==> src/hw/rtl/fmu_pkg.sv <==
// ----------------------------------------------------------------------------
// Fuzzy membership unit package
// Transfer types, shape codes and fixed-point constants shared by the unit.
// ----------------------------------------------------------------------------
package fmu_pkg;

   localparam int VALUE_BITS  = 16;
   localparam int FRAC_BITS   = 15;
   localparam int DEGREE_BITS = 16;
   localparam int DIFF_W      = VALUE_BITS + 1;
   localparam int DIV_STEP    = 2;
   localparam int DIV_STAGES  = (FRAC_BITS + DIV_STEP - 1) / DIV_STEP;

   localparam logic [1:0] FUNC_RAMP      = 2'd0;
   localparam logic [1:0] FUNC_TRIANGLE  = 2'd1;
   localparam logic [1:0] FUNC_TRAPEZOID = 2'd2;

   typedef struct packed {
      logic [1:0]                   func;
      logic signed [VALUE_BITS-1:0] value;
      logic signed [VALUE_BITS-1:0] bp0;
      logic signed [VALUE_BITS-1:0] bp1;
      logic signed [VALUE_BITS-1:0] bp2;
      logic signed [VALUE_BITS-1:0] bp3;
   } req_type;

   typedef struct packed {
      logic [DEGREE_BITS-1:0] degree;
      logic                   clamped;
   } rsp_type;

   function automatic logic [DEGREE_BITS-1:0] to_degree(input logic one,
                                                        input logic [FRAC_BITS-1:0] quot);
      logic [FRAC_BITS:0]             full;
      logic [FRAC_BITS+DEGREE_BITS:0] wide;
      full = one ? {1'b1, {FRAC_BITS{1'b0}}} : {1'b0, quot};
      wide = {{DEGREE_BITS{1'b0}}, full};
      return wide[DEGREE_BITS-1:0];
   endfunction

endpackage

==> src/hw/rtl/fuzzy_membership_unit.sv <==
// ----------------------------------------------------------------------------
// Fuzzy membership unit
// Evaluates one ramp, triangle or trapezoid membership degree per transfer.
//
// The unit takes one request per clock unless back-pressure from the response
// side stalls it, and returns one response per request, in order. The depth
// is set by the restoring divider on the slopes, which retires up to two
// quotient bits per pipeline stage; shape selection, sign handling and
// range checks take three stages ahead of it and the response register one.
// Each stage holds when the stage after it is full and stalled, so a busy
// or idle response side never drops or repeats an item.
// ----------------------------------------------------------------------------
module fuzzy_membership_unit
   import fmu_pkg::*;
(
   input  logic    clock,
   input  logic    reset,
   input  logic    req_valid,
   output logic    req_ready,
   input  req_type req_data,
   output logic    rsp_valid,
   input  logic    rsp_ready,
   output rsp_type rsp_data
);

   typedef struct packed {
      logic                     fixed;
      logic                     one;
      logic signed [DIFF_W-1:0] num;
      logic signed [DIFF_W-1:0] den;
   } sel_type;

   typedef struct packed {
      logic              fixed;
      logic              one;
      logic              flag;
      logic [DIFF_W-1:0] an;
      logic [DIFF_W-1:0] ad;
   } mag_type;

   typedef struct packed {
      logic                 bypass;
      logic                 one;
      logic                 flag;
      logic [DIFF_W-1:0]    rem;
      logic [DIFF_W-1:0]    den;
      logic [FRAC_BITS-1:0] quot;
   } div_type;

   localparam logic [DEGREE_BITS-1:0] DEGREE_ONE = to_degree(1'b1, '0);

   logic                     s1_vld_ff;
   logic                     s2_vld_ff;
   logic                     rsp_valid_ff;
   logic                     s1_rdy;
   logic                     s2_rdy;
   logic                     out_rdy;
   sel_type                  s1_in;
   sel_type                  s1_ff;
   mag_type                  s2_in;
   mag_type                  s2_ff;
   rsp_type                  rsp_data_in;
   rsp_type                  rsp_data_ff;
   div_type                  div_in     [0:DIV_STAGES];
   div_type                  div_ff     [0:DIV_STAGES];
   logic                     div_vld_ff [0:DIV_STAGES];
   logic                     div_rdy    [0:DIV_STAGES];
   logic signed [DIFF_W-1:0] v_x;
   logic signed [DIFF_W-1:0] b0_x;
   logic signed [DIFF_W-1:0] b1_x;
   logic signed [DIFF_W-1:0] b2_x;
   logic signed [DIFF_W-1:0] b3_x;

   assign out_rdy = !rsp_valid_ff || rsp_ready;
   assign s2_rdy  = !s2_vld_ff || div_rdy[0];
   assign s1_rdy  = !s1_vld_ff || s2_rdy;

   assign req_ready = s1_rdy;
   assign rsp_valid = rsp_valid_ff;
   assign rsp_data  = rsp_data_ff;

   assign v_x  = {req_data.value[VALUE_BITS-1], req_data.value};
   assign b0_x = {req_data.bp0[VALUE_BITS-1], req_data.bp0};
   assign b1_x = {req_data.bp1[VALUE_BITS-1], req_data.bp1};
   assign b2_x = {req_data.bp2[VALUE_BITS-1], req_data.bp2};
   assign b3_x = {req_data.bp3[VALUE_BITS-1], req_data.bp3};

   // shape selection: pick a fixed degree or the slope numerator and divisor
   always_comb begin
      s1_in       = '0;
      s1_in.fixed = 1'b1;
      case (req_data.func)
         FUNC_RAMP: begin
            if (v_x <= b0_x) begin
               s1_in.one = 1'b0;
            end else if (v_x > b1_x) begin
               s1_in.one = 1'b1;
            end else begin
               s1_in.fixed = 1'b0;
               s1_in.num   = v_x - b0_x;
               s1_in.den   = b1_x - b0_x;
            end
         end
         FUNC_TRIANGLE: begin
            if (v_x <= b0_x || v_x >= b2_x) begin
               s1_in.one = 1'b0;
            end else if (v_x == b1_x) begin
               s1_in.one = 1'b1;
            end else if (v_x < b1_x) begin
               s1_in.fixed = 1'b0;
               s1_in.num   = v_x - b0_x;
               s1_in.den   = b1_x - b0_x;
            end else begin
               s1_in.fixed = 1'b0;
               s1_in.num   = b2_x - v_x;
               s1_in.den   = b2_x - b1_x;
            end
         end
         FUNC_TRAPEZOID: begin
            if (v_x <= b0_x || v_x >= b3_x) begin
               s1_in.one = 1'b0;
            end else if (v_x >= b1_x && v_x <= b2_x) begin
               s1_in.one = 1'b1;
            end else if (v_x < b1_x) begin
               s1_in.fixed = 1'b0;
               s1_in.num   = v_x - b0_x;
               s1_in.den   = b1_x - b0_x;
            end else begin
               s1_in.fixed = 1'b0;
               s1_in.num   = b3_x - v_x;
               s1_in.den   = b3_x - b2_x;
            end
         end
         default: begin
            s1_in.one = 1'b0;
         end
      endcase
   end

   // sign checks and magnitudes
   always_comb begin
      s2_in.fixed = s1_ff.fixed;
      s2_in.one   = s1_ff.one;
      s2_in.flag  = 1'b0;
      s2_in.an    = s1_ff.num[DIFF_W-1] ? (~s1_ff.num + DIFF_W'(1)) : s1_ff.num;
      s2_in.ad    = s1_ff.den[DIFF_W-1] ? (~s1_ff.den + DIFF_W'(1)) : s1_ff.den;
      if (!s1_ff.fixed) begin
         if (s1_ff.den == '0) begin
            s2_in.fixed = 1'b1;
            s2_in.one   = 1'b0;
            s2_in.flag  = 1'b1;
         end else if (s1_ff.num == '0) begin
            s2_in.fixed = 1'b1;
            s2_in.one   = 1'b0;
         end else if (s1_ff.num[DIFF_W-1] != s1_ff.den[DIFF_W-1]) begin
            s2_in.fixed = 1'b1;
            s2_in.one   = 1'b0;
            s2_in.flag  = 1'b1;
         end
      end
   end

   // range check and divider entry
   always_comb begin
      div_in[0].bypass = s2_ff.fixed;
      div_in[0].one    = s2_ff.one;
      div_in[0].flag   = s2_ff.flag;
      div_in[0].rem    = s2_ff.an;
      div_in[0].den    = s2_ff.ad;
      div_in[0].quot   = '0;
      if (!s2_ff.fixed) begin
         if (s2_ff.an > s2_ff.ad) begin
            div_in[0].bypass = 1'b1;
            div_in[0].one    = 1'b1;
            div_in[0].flag   = 1'b1;
         end else if (s2_ff.an == s2_ff.ad) begin
            div_in[0].bypass = 1'b1;
            div_in[0].one    = 1'b1;
         end
      end
   end

   for (genvar i = 0; i < DIV_STAGES; i++) begin : g_div_step
      always_comb begin : step_comb
         logic [DIFF_W:0] shifted;
         div_type         nxt;
         shifted = '0;
         nxt     = div_ff[i];
         for (int j = 0; j < DIV_STEP; j++) begin
            if (i * DIV_STEP + j < FRAC_BITS) begin
               shifted  = {nxt.rem, 1'b0};
               nxt.quot = {nxt.quot[FRAC_BITS-2:0], 1'b0};
               if (shifted >= {1'b0, nxt.den}) begin
                  shifted     = shifted - {1'b0, nxt.den};
                  nxt.quot[0] = 1'b1;
               end
               nxt.rem = shifted[DIFF_W-1:0];
            end
         end
         div_in[i+1] = nxt;
      end
   end

   for (genvar k = 0; k <= DIV_STAGES; k++) begin : g_div_reg
      if (k == DIV_STAGES) begin : g_last
         assign div_rdy[k] = !div_vld_ff[k] || out_rdy;
      end else begin : g_mid
         assign div_rdy[k] = !div_vld_ff[k] || div_rdy[k+1];
      end

      if (k == 0) begin : g_head
         always_ff @(posedge clock) begin
            if (reset) begin
               div_vld_ff[k] <= 1'b0;
            end else if (div_rdy[k]) begin
               div_vld_ff[k] <= s2_vld_ff;
            end
         end
         always_ff @(posedge clock) begin
            if (div_rdy[k] && s2_vld_ff) begin
               div_ff[k] <= div_in[k];
            end
         end
      end else begin : g_body
         always_ff @(posedge clock) begin
            if (reset) begin
               div_vld_ff[k] <= 1'b0;
            end else if (div_rdy[k]) begin
               div_vld_ff[k] <= div_vld_ff[k-1];
            end
         end
         always_ff @(posedge clock) begin
            if (div_rdy[k] && div_vld_ff[k-1]) begin
               div_ff[k] <= div_in[k];
            end
         end
      end
   end

   always_comb begin
      rsp_data_in.degree  = to_degree(div_ff[DIV_STAGES].one,
                                      div_ff[DIV_STAGES].bypass ? '0 : div_ff[DIV_STAGES].quot);
      rsp_data_in.clamped = div_ff[DIV_STAGES].flag;
   end

   always_ff @(posedge clock) begin
      if (reset) begin
         s1_vld_ff    <= 1'b0;
         s2_vld_ff    <= 1'b0;
         rsp_valid_ff <= 1'b0;
      end else begin
         if (s1_rdy) begin
            s1_vld_ff <= req_valid;
         end
         if (s2_rdy) begin
            s2_vld_ff <= s1_vld_ff;
         end
         if (out_rdy) begin
            rsp_valid_ff <= div_vld_ff[DIV_STAGES];
         end
      end
   end

   always_ff @(posedge clock) begin
      if (s1_rdy && req_valid) begin
         s1_ff <= s1_in;
      end
      if (s2_rdy && s1_vld_ff) begin
         s2_ff <= s2_in;
      end
      if (out_rdy && div_vld_ff[DIV_STAGES]) begin
         rsp_data_ff <= rsp_data_in;
      end
   end

   a_req_enters_s1: assert property (@(posedge clock) disable iff (reset)
      req_valid && req_ready |=> s1_vld_ff)
      else $error("accepted request did not reach the first stage");

   a_div_tail_holds: assert property (@(posedge clock) disable iff (reset)
      div_vld_ff[DIV_STAGES] && !div_rdy[DIV_STAGES]
      |=> div_vld_ff[DIV_STAGES] && $stable(div_ff[DIV_STAGES]))
      else $error("divider tail changed while stalled");

   for (genvar r = 0; r <= DIV_STAGES; r++) begin : g_rem_chk
      a_rem_below_den: assert property (@(posedge clock) disable iff (reset)
         div_vld_ff[r] && !div_ff[r].bypass |-> div_ff[r].rem < div_ff[r].den)
         else $error("partial remainder not below divisor");
   end

   a_clamp_saturates: assert property (@(posedge clock) disable iff (reset)
      rsp_valid && rsp_data.clamped
      |-> rsp_data.degree == '0 || rsp_data.degree == DEGREE_ONE)
      else $error("clamped response not saturated");

endmodule

==> config.mk <==
export PLATFORM = sky130hd
export DESIGN_NAME = fuzzy_membership_unit
export DESIGN_NICKNAME = d
export VERILOG_FILES = /design/src/hw/rtl/fmu_pkg.sv /design/src/hw/rtl/fuzzy_membership_unit.sv
export SDC_FILE = /design/constraint.sdc
export NUM_CORES = 1
export LEC_CHECK = 0
export ABC_AREA = 1
export BUFFER_PORTS_ARGS = -buffer_cell sky130_fd_sc_hd__buf_2
export CORE_MARGIN = 4
export CORE_UTILIZATION = 45
export CTS_CLUSTER_SIZE = 8
export DETAILED_ROUTE_END_ITERATION = 8
export PLACE_DENSITY = 0.62
export SYNTH_ARGS = -nofsm -noshare
export SYNTH_HDL_FRONTEND = slang
export SYNTH_SLANG_ARGS = --single-unit
==> constraint.sdc <==
create_clock -name clock -period 5.4 [get_ports clock]
set_input_delay 0.54 -clock clock [delete_from_list [all_inputs] [get_ports clock]]
set_output_delay 0.54 -clock clock [all_outputs]
set_load 0.005 [all_outputs]
# == Yosys cells after proc, flatten, opt, wreduce, memory -nomap -nowiden ==
# Memories as Yosys holds them, arrays and structs flattened.
# Cells that the tools add are included.
# totals
reg_bits,93
latchBits,0
ramBits,477
romBits,0
in_bits,86
out_inout_bits,19
wordCells,244
mem_count,2
# classes
addsub,23
n_mul,0
div,0
n_lt_le_gt_ge,23
n_eq_ne,5
shift,0
muxes,119
bitwise_logic,11
n_reduce_logical,44
# memory_table
memory,words,word_bits,rd,rd_clocked_by_memory_dff,write_ports,line_no,source
div_ff,9,52,9,0,9,fuzzy_membership_unit.sv:65,div_type div_ff [0:DIV_STAGES];
div_vld_ff,9,1,9,0,9,fuzzy_membership_unit.sv:66,logic div_vld_ff [0:DIV_STAGES];
# op_table
op,n
34-bit 2-to-1 mux,8
18-bit by 17-bit >= comparator with 1-bit output,15
17-bit 2-to-1 mux,15
17-bit subtractor,15
34-bit one-hot mux with 3 select lines,1
16-bit by 16-bit subtractor with 17-bit output,6
1-bit 2-to-1 mux,83
16-bit >= comparator,3
16-bit 2-to-1 mux,3
17-bit by 2-bit adder with 17-bit output (second input constant),2
17-bit zero test,2
17-bit NOT,2
16-bit <= comparator,2
17-bit == test,1
17-bit > comparator,1
16-bit == test,1
16-bit > comparator,1
16-bit less-than comparator,1
15-bit 2-to-1 mux,1
1-bit logical OR,14
1-bit logical AND,13
1-bit zero test,12
1-bit bitwise OR,9
2-bit 2-to-1 mux,4
other kinds (8),10

# == Logic depth before layout (Yosys ltp) ==
# Gate-level depths: netlist of the first run.
# logic_depth
word_depth,15
mapped_depth,29
depth_no_buf,27

# == Least setup slack after synthesis of the first run ==
# No wires, ideal clock.
# synth_path
path_kind,register to register
startpoint,memory div_ff[0][119] (netlist name)
endpoint,memory div_ff[0][196] (netlist name) (data pin)
setup_ns,0.258
t_arrival_ns,3.494
required_ns,5.142
slack_ns,1.647
stages_incl_launch_ff,24
path_buffers,2
synth_period_minus_slack_ns,3.753
cell_sequence,edfxtp_1 inv_1 fa_1 nand3_1 nand3_1 a21oi_1 o21ai_2 nand2_2 nand2_2 inv_4 buf_4 nand2_1 o21ai_0 ha_1 a21o_1 a31oi_1 nor2_1 nor2_1 nand2_1 nand2_1 nand3_2 clkbuf_1 o21ai_0 nand2_1
# synth_rtl
element,line_no
from (decl),fuzzy_membership_unit.sv:65

==> results.md, run 1 <==
- The initial antenna violation count was 2.
- The clock transition at the register clock pins on the worst setup and hold paths after CTS is 50 ps.
- The number of nets with antenna violations after routing is 0.
- The Yosys step of the flow raised 0 warnings.
- For this run, the total global-route usage over all layers was measured as 0.245.
- The amount of wire on met3 after detailed routing is 6.23 mm.
- The filler cells instantiated in the layout total 8444.
- The critical-path cell with the highest stage delay is edfxtp_1.
- The number of violations reported at the end of detailed-routing iteration 0 is 2595.
- For this run, design rule violations remaining after detail routing come to 0.
- Dividing total power by cell area gives a power density of 248 nW/µm².
- Traced cell by cell, the critical path runs through inv_1, fa_1, nand3_1, nand3_1, a21oi_1, o21ai_2, nand2_2, nand2_2, inv_4, nand2_1, o21ai_0, ha_1, nand2_1, inv_1, a21oi_1, nand2_1, nand3b_1, nand2_1, nand2_1, nand3_2, nor2_4, nand2_1, nand2_1.
- Measured on the finished design, the core utilization comes to 0.498.
- The worst setup path is captured at a flip-flop.
- The TritonCTS sink count is 472.
- The number of buffers added on ports is 104.
- Total power for the finished layout comes to 10500 µW.
- CTS built an H-tree with a depth of 3.
- By area the synthesized netlist is led by edfxtp_1 36%, nand2_1 15%, ha_1 12%.
- The die is 302 µm wide.
- The worst slew slack as a fraction of its limit is 0.224.
- The clock tree from TritonCTS is yes.
- A synthesized cell averages 7.65 µm².
- The die outline height is 302 µm.
- The final standard cell area without fillers is 42500 µm².
- The total grt overflow is 0.
- Summed over all nets, the half-perimeter wirelength after detailed placement is 92.8 mm.
- The most area-hungry cell type in the Yosys netlist is edfxtp_1.
- The reported max-cap violation count is 0.
- In this run, post-CTS hold repair placed 0 buffers.
- The highest metal layer carrying signal wires in the routed design is met4.
- For this run, the leading register cell type out of synthesis is edfxtp_1.
- The register area share after synthesis is 0.365.
- At the later pin of the worst-skew pair, clock insertion delay measures 610 ps.
- The maximum frequency from static timing analysis is 0.205 GHz.
- The final-layout setup total negative slack is 0 ps.
- Of the cells placed in the final design, the portion with a size suffix greater than 1 is 0.0568.
- The kind of start point of the critical path is a flip-flop.
- Across the routed clock network, the largest skew measured is 53.1 ps.
- The startpoint identified for the worst hold timing path is req_valid.
- The I/O pin count is 105.
- The wire length on met2 is 51.5 mm.
- The core region area is 85400 µm².
- STA puts the critical path data arrival time at 5350 ps.
- The area share of the largest cell type after synthesis is 0.363.
- The number of enable flip-flop cells after synthesis is 469.
- Summed over all layers, the routed wires come to 112 mm.
- The routed length per instance is 17.6 µm.
- The met1 wire length is 50.7 mm.
- The worst min-delay path class is primary input to flip-flop.
- The flow ran to the end, and the final reports show no timing, DRC or antenna violations.
- The number of clock buffers inserted by TritonCTS is 70.
- The part of the cycle the worst path needs is 0.905.
- The post-synthesis sequential element count is 472.
- The total placed instance area is 40500 µm².
- The via count normalized by instance count is 5.27.
- The number of distinct library cells after synthesis is 55.
- For the pin with the worst max-slew slack, the measured transition is 1160 ps.
- The die covers 91000 µm².
- By count the netlist is led by 1545 x nand2_1, 714 x inv_1, 469 x edfxtp_1.
- The total setup buffers inserted after CTS is 0.
- The final period demand of the worst path is 4890 ps.
- The number of nets handed over by synthesis was 5553.
- The hold violation total from the final report came to 0.
- The first global-routing pass estimated 176 mm of wire.
- The final count of pins violating max slew is 0.
- The initial utilization of the core area, before any placement, comes to 0.454.
- The vias after detailed routing is 33.6k.
- Once the clock tree was built, the resizer swapped 0 gates to a different size.
- Setup violations remaining at the end of the flow were counted as 0.
- The via count of the first global-routing pass is 32.3k.
- The biggest cell delay along the critical path is 510 ps.
- nand2_1 is the most common cell in the netlist.
- The share of flip-flops with an asynchronous set or reset after synthesis is 0.
- The top fanout value on the critical path is 27.
- The number of placement rows is 107.
- Setup repair after global routing left no endpoint under its margin.
- Entering global routing, the biggest net connects 52 pins.
- No sink is reached through more buffers than the 3 on the longest clock path.
- The peak supply drop is 0.000183 V.
- The detailed-routing iteration count for the pre-antenna-repair pass is 6.
- The cell count after placement is 6272.
- In the synthesized netlist, the number of instances is 5074.
- The library cell appearing most often on the critical path is nand2_1.
- Leaving out filler cells and counting taps, the final layout contains 6374.
- The worst register-to-register path begins at div_ff[0][119].
- The area growth from synthesis to layout is 9.59%.
- For this run, the post-layout net count is 5679.
- The post-synthesis instance area is 38800 µm².
- The path type of the worst setup path is flip-flop to flip-flop.
- The static leakage is 0.0206 µW.
- The clock tree root driver cell is clkbuf_16.
- At the worst endpoint, the required time is 5860 ps.
- The launch point of the critical path is div_ff[0][119].
- The routability congestion estimate is 0.968.
## power breakdown
| group | switching, µW | internal (µW) | leakage, µW | total [µW] |
|---|---|---|---|---|
| logic | 1520 | 752 | 0.0153 | 2270 |
| clock network | 1640 | 2390 | 0.000973 | 4030 |
| registers | 72.4 | 4160 | 0.00433 | 4230 |
## sequential cells by signal, summed over array words and instances, names as in the netlist
name        count
rsp_data       17
s2_ff           3
s1_vld_ff       1
div_in         34
s2_vld_ff       1
div_ff        370
rsp_valid       1
div_vld_ff      9
s1_ff          36
## critical path: cells and delay by family, from the launching register on
kind / cells / cell delay (ps)
flops: 1 / 510
buf+inv: 3 / 510
simple gates: 14 / 2030
fa+ha+maj: 2 / 860
compound gates: 4 / 790
## layer usage
layer | global-route usage | up-vias
met4 | 0.0848 | 0
li1 | - | 17000
met1 | 0.331 | 15400
met5 | 0 | -
met2 | 0.412 | 1013
met3 | 0.0227 | 184
## final timing paths
path / endpoint / slack, ps / cells after the start
setup / recovery: div_ff[0][190] / 510 / 23
hold / removal: s1_vld_ff / 250 / 3
setup reg to reg: div_ff[0][190] / 510 / 23
hold reg to reg: div_ff[0][263] / 410 / 0
## through the flow
step / setup WS (ps) / hold WS [ps]
after floorplan: 1650 / 400
after global placement: 497 / 401
after detailed placement: 502 / 405
after CTS: 486 / 217
after global routing: 52.9 / 237
final: 512 / 245
## placed cells by master (no fill, tap or decap), drive strengths merged, types with 118 or more instances in the layout
cell type  synthesis  layout
nand2           1571    1571
inv              725     728
edfxtp           469     469
ha               380     380
nor2             364     364
nand3            363     363
a21oi            330     330
o21ai            231     231
xor2             161     161
buf               52     118
## layout make-up
type | count | area, µm² | area share
clock buffer | 90 | 1830 | 0.0430
multi-input combinational | 3813 | 21600 | 0.507
tap | 1144 | 1430 | 0.0337
sequential | 472 | 14100 | 0.333
antenna | 1 | 2.50 | 0.0000588
inverter | 725 | 2730 | 0.0642
timing repair buffer | 118 | 626 | 0.0147
clock inverter | 11 | 193 | 0.00453
## cells by family after synthesis
logic type | Yosys count | share of synthesized area
AND/OR/NAND/NOR | 2472 | 0.268
adder cells (fa/ha/maj) | 393 | 0.129
buffers and inverters | 789 | 0.0809
AO/OA/AOI/OAI | 680 | 0.0965
XOR/XNOR | 268 | 0.0605
flip-flops | 472 | 0.365
Power figures use the tool's default switching activity.
==> inputs of run 2 (changes only) <==
--- a/config.mk
+++ b/config.mk
@@ -7,7 +7,7 @@
 export LEC_CHECK = 0
 export ABC_AREA = 1
 export BUFFER_PORTS_ARGS = -buffer_cell sky130_fd_sc_hd__buf_2
-export CORE_MARGIN = 4
+export CORE_MARGIN = 1
 export CORE_UTILIZATION = 45
 export CTS_CLUSTER_SIZE = 8
 export DETAILED_ROUTE_END_ITERATION = 8
==> run 2 against run 1 <==
Final cell count decreased by 0.17%; critical path depth unchanged; combinational power about the same; sequential share of layout area about the same; largest power group unchanged; highest routed layer unchanged.
==> results.md, run 2 (synthesis results as in run 1) <==
- The slew of the pin with the lowest slew margin was 1180 ps (+20.7 ps).
- The met3 demand-to-capacity share in global routing is 0.0262 (+0.00348).
- In this run the worst hold path is classified as primary input to flip-flop.
- The final period demand of the worst path is 4840 ps (-50.0 ps).
- The reported max-cap violation count is 0 (unchanged).
- The pin count of the biggest net entering global routing came to 52 (unchanged).
- The area growth from synthesis to layout is 9.55% (about the same).
- The hold violation total from the final report is 0 (unchanged).
- The endpoint type of the worst setup path is a flip-flop.
- The most common library cell in the layout ignoring fill and taps is nand2_1.
- The CTS H-tree depth came to 3 (unchanged).
- The routed length per instance is 17.6 µm (-0.39%).
- The via count of the first global-routing pass is 31.5k (-2.4%).
- The overall routing resource usage is 0.256 (+0.0110).
- The clock transition at the register clock pins on the worst setup and hold paths after CTS is 50 ps (about the same).
- The power dissipated by switching net loads is 3200 µW (-0.79%).
- The clock latency reported for the late side of the worst-skew pair was 620 ps (about the same).
- The routability congestion estimate was 1.01 (+4.8%).
- The final count of pins violating max slew is 0 (unchanged).
- The initial core utilization is 0.455 (+0.000713).
- The die footprint is 87400 µm² (-3.9%).
- The die outline height is 296 µm (-2.0%).
- In this run the most used layer during global routing was met2.
- CTS placed an instance of clkbuf_16 at the clock tree root.
- The detailed-routing iteration count for the pre-antenna-repair pass is 6 (unchanged).
- The depth of the worst register-to-register path is 23 (unchanged).
- Setup repair after global routing left no endpoint under its margin.
- In this run the critical register-to-register path is launched from div_ff[0][119].
- The register with the most flip-flops in the final layout is div_ff.
- The TritonCTS sink count came to 472 (unchanged).
- The total setup buffers inserted after CTS is 0 (unchanged).
- The combinational group share of total power is 0.213 (-0.002).
- The power density relative to cell area is 249 nW/µm² (+0.50%).
- The kind of start point of the critical path is a flip-flop.
- The peak supply drop came to 0.000215 V (+18%).
- The wire length of the first global-routing pass is 174 mm (-1.0%).
- The data required time of the worst path is 5870 ps (about the same).
- The met1 global-route usage was 0.354 (+0.0233).
- In the layout the commonest cells are 1545 x nand2_1, 712 x inv_1, 469 x edfxtp_1.
- The non-filler instance count after layout came to 6363 (-0.17%).
- The slack of the worst reg-to-reg path is 560 ps (+50 ps).
- The via count normalized by instance count is 5.25 (-0.50%).
- The post-cts sizing count is 0 (unchanged).
- The top fanout value on the critical path is 27 (unchanged).
- The vias after detailed routing is 33.4k (-0.68%).
- The fraction of power consumed by the clock network came to 0.387 (+0.004).
- The number of buffers added on ports came to 104 (unchanged).
- The worst hold path begins at rsp_ready.
- The floorplan die width is 296 µm (-2.0%).
- The switching part of the total is 0.303 (-0.00381).
- The number of nets with antenna violations after routing is 0 (unchanged).
- The worst slew slack as a fraction of its limit came to 0.211 (-0.0138).
- The path with the worst hold slack has its endpoint at rsp_valid.
- The worst setup skew after layout is 52.4 ps (-0.620 ps).
- The cell-internal power is 7380 µW (+1.0%).
- The fraction of final layout cells with drive strength greater than 1 is 0.0567 (-0.0000610).
- The number of violations reported at the end of detailed-routing iteration 0 came to 2574 (-0.81%).
- The number of flip-flops under the largest register name is 370 (unchanged).
- The clock tree from TritonCTS is yes.
- The final-layout setup total negative slack was 0 ps (unchanged).
- The overall power consumption is 10600 µW (+0.46%).
- The total length of routed wires is 112 mm (-0.56%).
- The data arrival time of the critical path came to 5310 ps (-40 ps).
- The number of nets in the final layout came to 5678 (-0.018%).
- The met2 global-route usage is 0.416 (+0.00448).
- The number of DRC violations after detailed routing is 0 (unchanged).
- The number of clock buffers inserted by TritonCTS was 70 (unchanged).
- The end of the worst register-to-register path is div_ff[0][190].
- The part of the cycle the worst path needs was 0.896 (-0.00926).
- The setup path with the least slack is of type flip-flop to flip-flop.
- The flow ran to the end, and the final reports show no timing, DRC or antenna violations.
- The number of buffers between clock root and the deepest sink is 3 (unchanged).
- The worst hold path depth is 4 (+1).
- The number of placement rows is 107 (unchanged).
- The number of setup violations in the final report came to 0 (unchanged).
- The core region area is 85300 µm² (-0.16%).
- The maximum frequency from static timing analysis is 0.207 GHz (+1.0%).
- The I/O pin count is 105 (unchanged).
- The sum of net half-perimeters after detailed placement is 91.7 mm (-1.1%).
- The cell count after placement came to 6271 (-0.016%).
- The static leakage came to 0.0206 µW (about the same).
- The initial antenna violation count is 2 (unchanged).
- The quantity of hold-fixing buffers added after cts was 0 (unchanged).
- The total grt overflow is 0 (unchanged).
- The power share of the sequential group was 0.400 (-0.002).
-- run 2: power by group through the flow --
stage / clock network (µW) / logic (µW) / registers (µW)
3_3_place_gp: 0 / 2210 / 4300
2_1_floorplan: 0 / 1650 / 4260
6_report: 4090 / 2260 / 4230
5_1_grt: 4320 / 2530 / 4240
4_1_cts: 4190 / 2230 / 4230
3_5_place_dp: 0 / 2220 / 4300
-- run 2: cell type report --
type | instances | area [µm²]
diodes | 2 | 5.00
clock buffers | 80 | 1810
clock inverters | 10 | 198
fillers | 8434 | 42800
inverters | 725 | 2730
multi-input cells | 3813 | 21600
flip-flops and latches | 472 | 14100
well taps | 1144 | 1430
repair buffers | 117 | 618
-- run 2: metrics by stage --
step           cell area (µm²)   util  hold WS (ps)  setup WS, ps
5_1_grt                  42500  0.498           265           121
6_report                 42500  0.498           225           562
3_5_place_dp             40500  0.475           405           614
3_3_place_gp             40500  0.475           401           643
2_1_floorplan            38800      -           400          1650
4_1_cts                  42500  0.498           201           586
-- run 2: worst max-delay path, stage by stage, from the launching register on --
cell and delay, ps:
edfxtp_1 490, inv_1 200, fa_1 480, nand3_1 90, nand3_1 120, a21oi_1 300, o21ai_2 120, nand2_2 80
nand2_2 130, inv_4 250, nand2_1 80, o21ai_0 150, ha_1 350, a21oi_1 170, nand2_1 140, nand3_1 100
nand2_1 120, nand3b_1 120, nand2_1 80, nand2_1 80, nand3_2 300, nor2_4 490, nand2_1 100, nand2_1 130
-- run 2: how the worst max path moves through the flow --
stage / end / cells past startpoint / start
5_1_grt: div_ff[0][294] / 21 / div_ff[0][223]
6_report: div_ff[0][190] / 23 / div_ff[0][119]
2_1_floorplan: div_ff[0][196] / 23 / div_ff[0][119]
4_1_cts: div_ff[0][197] / 23 / div_ff[0][119]
3_5_place_dp: div_ff[0][197] / 23 / div_ff[0][119]
3_3_place_gp: div_ff[0][197] / 23 / div_ff[0][119]
-- run 2: per-layer routing --
layer	vias up	wire [µm]
met2	997	50800
met3	161	6040
met5	-	0
li1	17000	-
met1	15200	51400
met4	0	3630
